===== config.mk =====
export PLATFORM = sky130hd
export DESIGN_NAME = hashed_count_table_top
export DESIGN_NICKNAME = d
export VERILOG_FILES = /design/src/rtl/hct_pkg.sv /design/src/rtl/hct_ctrl.sv /design/src/rtl/hct_datapath.sv /design/src/rtl/hashed_count_table_top.sv
export SDC_FILE = /design/constraint.sdc
export NUM_CORES = 2
export LEC_CHECK = 0
export ABC_AREA = 0
export BUFFER_PORTS_ARGS = -buffer_cell sky130_fd_sc_hd__buf_2
export CORE_UTILIZATION = 30
export CTS_CLUSTER_SIZE = 14
export DETAILED_ROUTE_END_ITERATION = 16
export PLACE_DENSITY = 0.51
export SETUP_SLACK_MARGIN = 0.15
export SLEW_MARGIN = 10
export SYNTH_ARGS = -nofsm -noshare
export SYNTH_HDL_FRONTEND = slang
export SYNTH_SLANG_ARGS = --single-unit

===== constraint.sdc =====
create_clock -name clk_i -period 7.3 [get_ports clk_i]
set_input_delay 0.73 -clock clk_i [delete_from_list [all_inputs] [get_ports clk_i]]
set_output_delay 0.73 -clock clk_i [all_outputs]
set_load 0.03 [all_outputs]

===== src/rtl/hct_pkg.sv =====
// Shared types, constants and helpers of the hashed count table.
// Used by hct_ctrl, hct_datapath and hashed_count_table_top; no dependencies.
package hct_pkg;

  // Table geometry. The bucket count must be a power of two, because the bucket
  // is taken from the low bits of the key.
  localparam int NUM_BUCKETS      = 8;
  localparam int SLOTS_PER_BUCKET = 4;
  localparam int TOTAL_SLOTS      = NUM_BUCKETS * SLOTS_PER_BUCKET;

  localparam int BKT_W  = (NUM_BUCKETS > 1) ? $clog2(NUM_BUCKETS) : 1;
  localparam int SLOT_W = (SLOTS_PER_BUCKET > 1) ? $clog2(SLOTS_PER_BUCKET) : 1;
  localparam int ADDR_W = (TOTAL_SLOTS > 1) ? $clog2(TOTAL_SLOTS) : 1;

  localparam int KEY_W   = 32;
  localparam int DELTA_W = 32;
  localparam int COUNT_W = 31;
  localparam int SUM_W   = COUNT_W + 3;

  localparam logic signed [SUM_W-1:0] COUNT_MAX_S = SUM_W'({COUNT_W{1'b1}});

  typedef enum logic [1:0] {
    FN_QUERY  = 2'd0,
    FN_INSERT = 2'd1,
    FN_ADD    = 2'd2,
    FN_REMOVE = 2'd3
  } func_e;

  typedef enum logic [2:0] {
    ST_OK         = 3'd0,
    ST_NOT_FOUND  = 3'd1,
    ST_PRESENT    = 3'd2,
    ST_FULL       = 3'd3,
    ST_CLAMP_ZERO = 3'd4,
    ST_SAT_HIGH   = 3'd5
  } status_e;

  // Commands from the controller to the datapath.
  typedef struct packed {
    logic              load;       // capture the input beat
    logic              rd_en;      // read one slot of the bucket
    logic              rd_sel_in;  // address from the input key instead of the held key
    logic [SLOT_W-1:0] rd_slot;    // slot within the bucket
    logic              cmp_en;     // evaluate the slot read in the previous cycle
    logic              exec;       // apply the operation and load the result register
  } hct_cmd_t;

  function automatic logic [BKT_W-1:0] bucket_of(input logic [KEY_W-1:0] key);
    return BKT_W'(key % NUM_BUCKETS);
  endfunction

  function automatic logic [ADDR_W-1:0] slot_addr(input logic [BKT_W-1:0]  bkt,
                                                  input logic [SLOT_W-1:0] slot);
    return ADDR_W'(int'(bkt) * SLOTS_PER_BUCKET + int'(slot));
  endfunction

endpackage


===== src/rtl/hct_ctrl.sv =====
// Sequencer of the hashed count table: accept, bucket scan, execute, result.
// Depends on hct_pkg.
module hct_ctrl (
  input  logic              clk_i,
  input  logic              rst_ni,
  input  logic              in_valid_i,
  output logic              in_ready_o,
  output logic              out_valid_o,
  input  logic              out_ready_i,
  output hct_pkg::hct_cmd_t cmd_o
);
  import hct_pkg::*;

  typedef enum logic [1:0] {
    S_IDLE,
    S_SCAN,
    S_LAST,
    S_EXEC
  } state_e;

  state_e            state_q, state_d;
  logic [SLOT_W-1:0] slot_q, slot_d;
  logic              out_valid_q, out_valid_d;
  logic              out_free;

  assign out_free    = !out_valid_q || out_ready_i;
  assign in_ready_o  = (state_q == S_IDLE);
  assign out_valid_o = out_valid_q;

  always_comb begin
    state_d = state_q;
    slot_d  = slot_q;
    cmd_o   = '0;
    case (state_q)
      S_IDLE: begin
        if (in_valid_i) begin
          // Slot zero is read in the accept cycle, straight from the input key.
          cmd_o.load      = 1'b1;
          cmd_o.rd_en     = 1'b1;
          cmd_o.rd_sel_in = 1'b1;
          slot_d          = SLOT_W'(1);
          state_d         = (SLOTS_PER_BUCKET > 1) ? S_SCAN : S_LAST;
        end
      end
      S_SCAN: begin
        cmd_o.rd_en   = 1'b1;
        cmd_o.rd_slot = slot_q;
        cmd_o.cmp_en  = 1'b1;
        slot_d        = slot_q + SLOT_W'(1);
        if (slot_q == SLOT_W'(SLOTS_PER_BUCKET - 1)) begin
          state_d = S_LAST;
        end
      end
      S_LAST: begin
        cmd_o.cmp_en = 1'b1;
        state_d      = S_EXEC;
      end
      S_EXEC: begin
        if (out_free) begin
          cmd_o.exec = 1'b1;
          state_d    = S_IDLE;
        end
      end
      default: begin
        state_d = S_IDLE;
      end
    endcase
  end

  always_comb begin
    out_valid_d = out_valid_q;
    if (cmd_o.exec) begin
      out_valid_d = 1'b1;
    end else if (out_ready_i) begin
      out_valid_d = 1'b0;
    end
  end

  always_ff @(posedge clk_i or negedge rst_ni) begin
    if (!rst_ni) begin
      state_q     <= S_IDLE;
      slot_q      <= '0;
      out_valid_q <= 1'b0;
    end else begin
      state_q     <= state_d;
      slot_q      <= slot_d;
      out_valid_q <= out_valid_d;
    end
  end

endmodule


===== src/rtl/hct_datapath.sv =====
// Datapath of the hashed count table: slot memory, valid bits, scan and result.
// Depends on hct_pkg.
module hct_datapath (
  input  logic                            clk_i,
  input  logic                            rst_ni,
  input  hct_pkg::hct_cmd_t               cmd_i,
  input  logic [1:0]                      func_i,
  input  logic [hct_pkg::KEY_W-1:0]       item_key_i,
  input  logic signed [hct_pkg::DELTA_W-1:0] delta_i,
  output logic [2:0]                      status_o,
  output logic [hct_pkg::COUNT_W-1:0]     count_now_o,
  output logic [hct_pkg::COUNT_W-1:0]     count_before_o
);
  import hct_pkg::*;

  // Held operation.
  func_e                     func_q;
  logic [KEY_W-1:0]          key_q;
  logic signed [DELTA_W-1:0] delta_q;

  // Slot storage.
  logic [KEY_W-1:0]   key_mem [TOTAL_SLOTS];
  logic [COUNT_W-1:0] cnt_mem [TOTAL_SLOTS];
  logic [TOTAL_SLOTS-1:0] valid_q;

  // Registered read port.
  logic [ADDR_W-1:0]  rd_addr;
  logic [ADDR_W-1:0]  rd_addr_q;
  logic [KEY_W-1:0]   rd_key_q;
  logic [COUNT_W-1:0] rd_cnt_q;
  logic               rd_valid_q;

  // Scan results.
  logic               hit_q, free_q;
  logic [ADDR_W-1:0]  hit_addr_q, free_addr_q;
  logic [COUNT_W-1:0] before_q;

  // Execute stage.
  logic signed [SUM_W-1:0] before_ext, delta_ext, sum;
  status_e            status_d;
  logic [COUNT_W-1:0] now_d, prev_d;
  logic               wr_en, set_valid, clr_valid;
  logic [ADDR_W-1:0]  wr_addr;
  logic [COUNT_W-1:0] wr_cnt;

  status_e            status_q;
  logic [COUNT_W-1:0] now_q, prev_q;

  assign rd_addr = cmd_i.rd_sel_in ? slot_addr(bucket_of(item_key_i), '0)
                                   : slot_addr(bucket_of(key_q), cmd_i.rd_slot);

  assign before_ext = {3'b000, before_q};
  assign delta_ext  = {{(SUM_W - DELTA_W){delta_q[DELTA_W-1]}}, delta_q};
  assign sum        = before_ext + delta_ext;

  always_comb begin
    status_d  = ST_OK;
    now_d     = '0;
    prev_d    = hit_q ? before_q : '0;
    wr_en     = 1'b0;
    set_valid = 1'b0;
    clr_valid = 1'b0;
    wr_addr   = hit_addr_q;
    wr_cnt    = '0;
    case (func_q)
      FN_QUERY: begin
        if (hit_q) begin
          now_d = before_q;
        end else begin
          status_d = ST_NOT_FOUND;
        end
      end
      FN_INSERT: begin
        if (hit_q) begin
          status_d = ST_PRESENT;
          now_d    = before_q;
        end else if (free_q) begin
          wr_en     = 1'b1;
          set_valid = 1'b1;
          wr_addr   = free_addr_q;
        end else begin
          status_d = ST_FULL;
        end
      end
      FN_ADD: begin
        if (hit_q) begin
          if (sum < 0) begin
            status_d = ST_CLAMP_ZERO;
          end else if (sum > COUNT_MAX_S) begin
            status_d = ST_SAT_HIGH;
            now_d    = COUNT_MAX_S[COUNT_W-1:0];
          end else begin
            now_d = sum[COUNT_W-1:0];
          end
          wr_en  = 1'b1;
          wr_cnt = now_d;
        end else begin
          status_d = ST_NOT_FOUND;
        end
      end
      FN_REMOVE: begin
        if (hit_q) begin
          clr_valid = 1'b1;
        end else begin
          status_d = ST_NOT_FOUND;
        end
      end
      default: begin
        status_d = ST_NOT_FOUND;
      end
    endcase
  end

  // Memory and payload registers.
  always_ff @(posedge clk_i) begin
    if (cmd_i.load) begin
      func_q  <= func_e'(func_i);
      key_q   <= item_key_i;
      delta_q <= delta_i;
    end
    if (cmd_i.rd_en) begin
      rd_key_q <= key_mem[rd_addr];
      rd_cnt_q <= cnt_mem[rd_addr];
    end
    if (cmd_i.exec && wr_en) begin
      key_mem[wr_addr] <= key_q;
      cnt_mem[wr_addr] <= wr_cnt;
    end
    if (cmd_i.exec) begin
      status_q <= status_d;
      now_q    <= now_d;
      prev_q   <= prev_d;
    end
  end

  always_ff @(posedge clk_i or negedge rst_ni) begin
    if (!rst_ni) begin
      valid_q     <= '0;
      rd_valid_q  <= 1'b0;
      rd_addr_q   <= '0;
      hit_q       <= 1'b0;
      free_q      <= 1'b0;
      hit_addr_q  <= '0;
      free_addr_q <= '0;
      before_q    <= '0;
    end else begin
      if (cmd_i.rd_en) begin
        rd_valid_q <= valid_q[rd_addr];
        rd_addr_q  <= rd_addr;
      end
      if (cmd_i.load) begin
        hit_q  <= 1'b0;
        free_q <= 1'b0;
      end else if (cmd_i.cmp_en) begin
        if (rd_valid_q && (rd_key_q == key_q) && !hit_q) begin
          hit_q      <= 1'b1;
          hit_addr_q <= rd_addr_q;
          before_q   <= rd_cnt_q;
        end
        if (!rd_valid_q && !free_q) begin
          free_q      <= 1'b1;
          free_addr_q <= rd_addr_q;
        end
      end
      if (cmd_i.exec && set_valid) begin
        valid_q[wr_addr] <= 1'b1;
      end
      if (cmd_i.exec && clr_valid) begin
        valid_q[hit_addr_q] <= 1'b0;
      end
    end
  end

  assign status_o       = status_q;
  assign count_now_o    = now_q;
  assign count_before_o = prev_q;

endmodule


===== src/rtl/hashed_count_table_top.sv =====
// The bucket is scanned through the single read port of the slot memory, which reads one slot
// of the bucket per cycle; a new input beat is taken only after the previous one has executed.
// The result sits in an output register, so the next input beat is taken while it waits.
// Reset (rst_ni low, asynchronous) clears all slot valid bits and the control state at once;
// slot keys and counts are not cleared and are only read behind a set valid bit.
// Top level of the hashed count table; depends on hct_pkg, hct_ctrl and hct_datapath.
module hashed_count_table_top (
  input  logic                            clk_i,
  input  logic                            rst_ni,
  input  logic                            in_valid_i,
  output logic                            in_ready_o,
  input  logic [1:0]                      func_i,
  input  logic [hct_pkg::KEY_W-1:0]       item_key_i,
  input  logic signed [hct_pkg::DELTA_W-1:0] delta_i,
  output logic                            out_valid_o,
  input  logic                            out_ready_i,
  output logic [2:0]                      status_o,
  output logic [hct_pkg::COUNT_W-1:0]     count_now_o,
  output logic [hct_pkg::COUNT_W-1:0]     count_before_o
);
  import hct_pkg::*;

  // The controller walks the bucket one slot per cycle; the datapath compares
  // each registered read against the held key in the next cycle, remembers the
  // matching slot and the lowest free slot, and applies the operation in the
  // execute cycle. The execute cycle waits while the output register is full.
  hct_cmd_t cmd;

  hct_ctrl u_ctrl (
    .clk_i       (clk_i),
    .rst_ni      (rst_ni),
    .in_valid_i  (in_valid_i),
    .in_ready_o  (in_ready_o),
    .out_valid_o (out_valid_o),
    .out_ready_i (out_ready_i),
    .cmd_o       (cmd)
  );

  hct_datapath u_datapath (
    .clk_i          (clk_i),
    .rst_ni         (rst_ni),
    .cmd_i          (cmd),
    .func_i         (func_i),
    .item_key_i     (item_key_i),
    .delta_i        (delta_i),
    .status_o       (status_o),
    .count_now_o    (count_now_o),
    .count_before_o (count_before_o)
  );

  // An accepted beat keeps the input closed until its bucket has been scanned.
  a_busy_after_accept: assert property (@(posedge clk_i) disable iff (!rst_ni)
    (in_valid_i && in_ready_o) |=> !in_ready_o)
    else $error("input accepted again right after a beat");

  // A result is only produced into a free or draining output register.
  a_exec_out_free: assert property (@(posedge clk_i) disable iff (!rst_ni)
    cmd.exec |-> (!out_valid_o || out_ready_i))
    else $error("result overwrote a pending output beat");

  // The output only turns valid through an execute cycle.
  a_valid_from_exec: assert property (@(posedge clk_i) disable iff (!rst_ni)
    $rose(out_valid_o) |-> $past(cmd.exec))
    else $error("output valid without an executed operation");

  // A count clamped at zero is reported as zero.
  a_clamp_zero: assert property (@(posedge clk_i) disable iff (!rst_ni)
    (out_valid_o && (status_o == ST_CLAMP_ZERO)) |-> (count_now_o == '0))
    else $error("clamped result with nonzero count");

endmodule

==> results.yml <==
floorplan:
  floorplan.initialDensity: 0.302
  ios: 137
  core_area_sq_mm: 0.298
  rows: 200
  die_h_um: 549
  die_w_um: 549
  die_area_sq_mm: 0.302
sta:
  slew_headroom: 0.144
  hold_viol: 0
  setup_violations: 0
  worstMarginPinSlew_ns: 1.28
  clock_skew_ns: 0.0814
  min_period_over_period: 0.683
  hold_slack_ns: 0.0572
  fin_setup_tns_ns: 0
  maxSlewViolCount: 0
  setup_ws_ns: 2.31
  finalCriticalPeriod_ns: 4.99
  rsz0062_at_grt: "no"
  fmax_mhz: 201
synthesis:
  ys_types: 71
  avgSynthCellArea_sq_um: 18.9
  synthArstFlopShare: 0.0375
  yosysWarnings: 0
  synthesis.nets: 4865
  synth_edf_count: 2210
  syn_area_sq_mm: 0.0899
  synth-seq-cells: 2296
  synth_ff_type: "edfxtp_1"
  synth-seq-area-share: 0.762
  synth_cells: 4754
clocking:
  cts_tree: "yes"
  clk_latency_ns: 0.91
  htreeDepth: 4
  postCtsSetupRepairBufs: 0
  post_cts_resized: 0
  cts_root_buffer: "clkbuf_16"
  path_clk_slew_ns: 0.06
  numCtsBuffers: 236
  clkSinkCount: 2296
  clk_path_buf_depth: 4
  cts_hold_buffers: 37
power:
  power.density_mw_per_mm2: 318
  ir_drop_v: 0.000270
  power.leakage_nw: 33.3
  p_total_mw: 33.1
route:
  drc: 0
  first_pass_iters: 5
  via_per_inst: 5.11
  ant_nets: 0
  wl_per_cell_um: 27.9
  totalWireLength_mm: 256
  vias: 46900
  first_iter_violations: 5049
critical_path:
  path_class: "reg2reg"
  cp_data_required_time_ns: 7.79
  start_kind: "flip-flop"
  worst-path-max-fanout: 32
  critPathSlowestCell: "a21oi_2"
  critical_path.max_stage_delay_ns: 1.17
  crit_chain: "ha_1 -> inv_1 -> nor4_4 -> nand4_1 -> o211a_1 -> and2_4 -> a211oi_4 -> nand2_4 -> a21oi_2"
  crit_path_end_kind: "flip-flop"
  critical_path_arrival_ns: 5.48
global_routing:
  grt_max_degree: 113
  gr-total-overflow: 0
  antenna_found_initial: 12
  grt_pass1_vias: 47500
  grt_usage: 0.168
  grt_pass1_wl_mm: 361
job:
  drv_cap: 0
finish:
  num-fill-cells: 27900
  final_cell_area_sq_mm: 0.104
  fin_util: 0.350
  drive_above_1_share: 0.230
  nets: 5151
  area_growth_pct: 15.8
  final-instance-count-excl-fill: 9166
min_path:
  hold_class: "in2reg"
placed_design:
  port_buffers: 136
  dpl_cell_area_sq_mm: 0.0963
  place_ws_ns: 2.37
  placedCellCount: 8703
  hpwlAfterDp_mm: 129
  gp_congestion: 0.857
status:
  status: "complete, no violations"
==> area by class of cell <==
type	instances	area, sq um	share of cell area
sequential	2296	68500	0.658
clock inverter	118	1020	0.00979
timing repair buffer	297	2440	0.0235
multi-input combinational	2173	20800	0.199
tap	3939	4930	0.0474
clock buffer	303	6250	0.0601
inverter	36	140	0.00135
antenna	4	10.0	0.0000962
==> cells in the mapped netlist (all sizes together), types with 4 or more instances <==
master     n  area [sq um]
xor2      15           131
o21ai     37           185
a22oi      4          30.0
a21o      27           203
a211oi     7          65.1
mux2i      4          40.0
nor2      96           360
a31oi     19           119
nor3      16          80.1
nor2b     10          62.6
mux4     512         11500
xnor2     35           307
inv       36           135
clkbuf   136           516
a21oi    124           621
ha        40           500
dfrtp     86          2150
buf      113           534
o211ai     8          60.1
nand2    648          2440
nand4     12          75.1
edfxtp  2210         66400
o21bai     6          45.0
and3       6          37.5
nor4       7          65.1
nand3    395          1980
and2      40           253
mux2      43           484
nand2b    12          75.1
==> final timing paths <==
| path | startpoint | to | slack (ns) | depth (start not counted) |
|---|---|---|---|---|
| worst max-delay path | u_datapath.before_q[15] | u_datapath.cnt_mem[29][16] | 2.31 | 9 |
| worst min register to register | u_datapath.rd_cnt_q[9] | u_datapath.before_q[9] | 0.48 | 1 |
| max in group asynchronous | rst_ni | u_datapath.valid_q[29] | 5.71 | 3 |
| worst min-delay path | delta_i[31] | u_datapath.delta_q[31] | 0.06 | 1 |
| min in group asynchronous | rst_ni | u_datapath.before_q[21] | 0.33 | 2 |
| worst max register to register | u_datapath.before_q[15] | u_datapath.cnt_mem[29][16] | 2.31 | 9 |
==> sequential cells by signal, indices dropped and copies added (netlist names), 3 cells and up <==
signal and count:
u_datapath.count_before_o 31, u_datapath.hit_addr_q 5, u_datapath.valid_q 32, u_datapath.key_q 32, u_datapath.cnt_mem 992, u_datapath.delta_q 32
u_datapath.rd_cnt_q 31, u_datapath.status_o 3, u_datapath.count_now_o 31, u_datapath.key_mem 1024, u_datapath.rd_key_q 32, u_datapath.rd_addr_q 5
u_datapath.before_q 31, u_datapath.free_addr_q 5
==> report_power, final <==
group	internal [mW]	leakage [nW]	switching, mW
clock	6.57	3.54	5.03
sequential	15.1	21.4	0.280
combinational	2.23	8.43	3.90
==> worst max-delay path: cells and delay by family (launching register included) <==
family                   cells  cell delay, ns
AO/OA/AOI/OAI                3            2.21
adder cells (fa/ha/maj)      1            0.44
buffers and inverters        1            0.15
flip-flops                   1            0.41
AND/OR/NAND/NOR              4            1.33
==> layer usage <==
metal / share of wire / GRT usage
met1: 0.45 / 0.242
met2: 0.46 / 0.266
met3: 0.066 / 0.0268
met4: 0.019 / 0.0370
met5: 0.000051 / 0
==> cells in the final DEF, fill, tap and decap left out, types with 5 or more instances in the layout <==
cell type,count
edfxtp_1,2210
nand2_1,646
mux4_2,512
nand3_1,395
clkbuf_16,239
buf_2,135
a21oi_1,108
buf_4,88
dfrtp_1,86
clkbuf_1,61
nor2_1,55
clkinv_1,54
nor2_4,40
mux2_2,40
ha_1,40
and2_1,39
dlygate4sd3_1,37
buf_12,36
xnor2_1,35
inv_1,32
clkinv_2,32
a21o_1,27
o21ai_0,24
a31oi_1,19
bufinv_16,16
nor3_1,15
xor2_1,15
o21ai_1,13
nand4_1,12
nand2b_1,12
a21oi_4,11
nor2b_1,9
o211ai_1,8
a211oi_1,6
o21bai_1,6
clkinvlp_4,6
a21oi_2,5
inv_6,5
==> kinds of logic after synthesis <==
logic type,share of synthesized area
buffers and inverters,0.0132
AO/OA/AOI/OAI,0.0182
adder cells (fa/ha/maj),0.00579
multiplexers,0.134
AND/OR/NAND/NOR,0.0616
XOR/XNOR,0.00487
flip-flops,0.762
(Power assumes the default switching activity.)
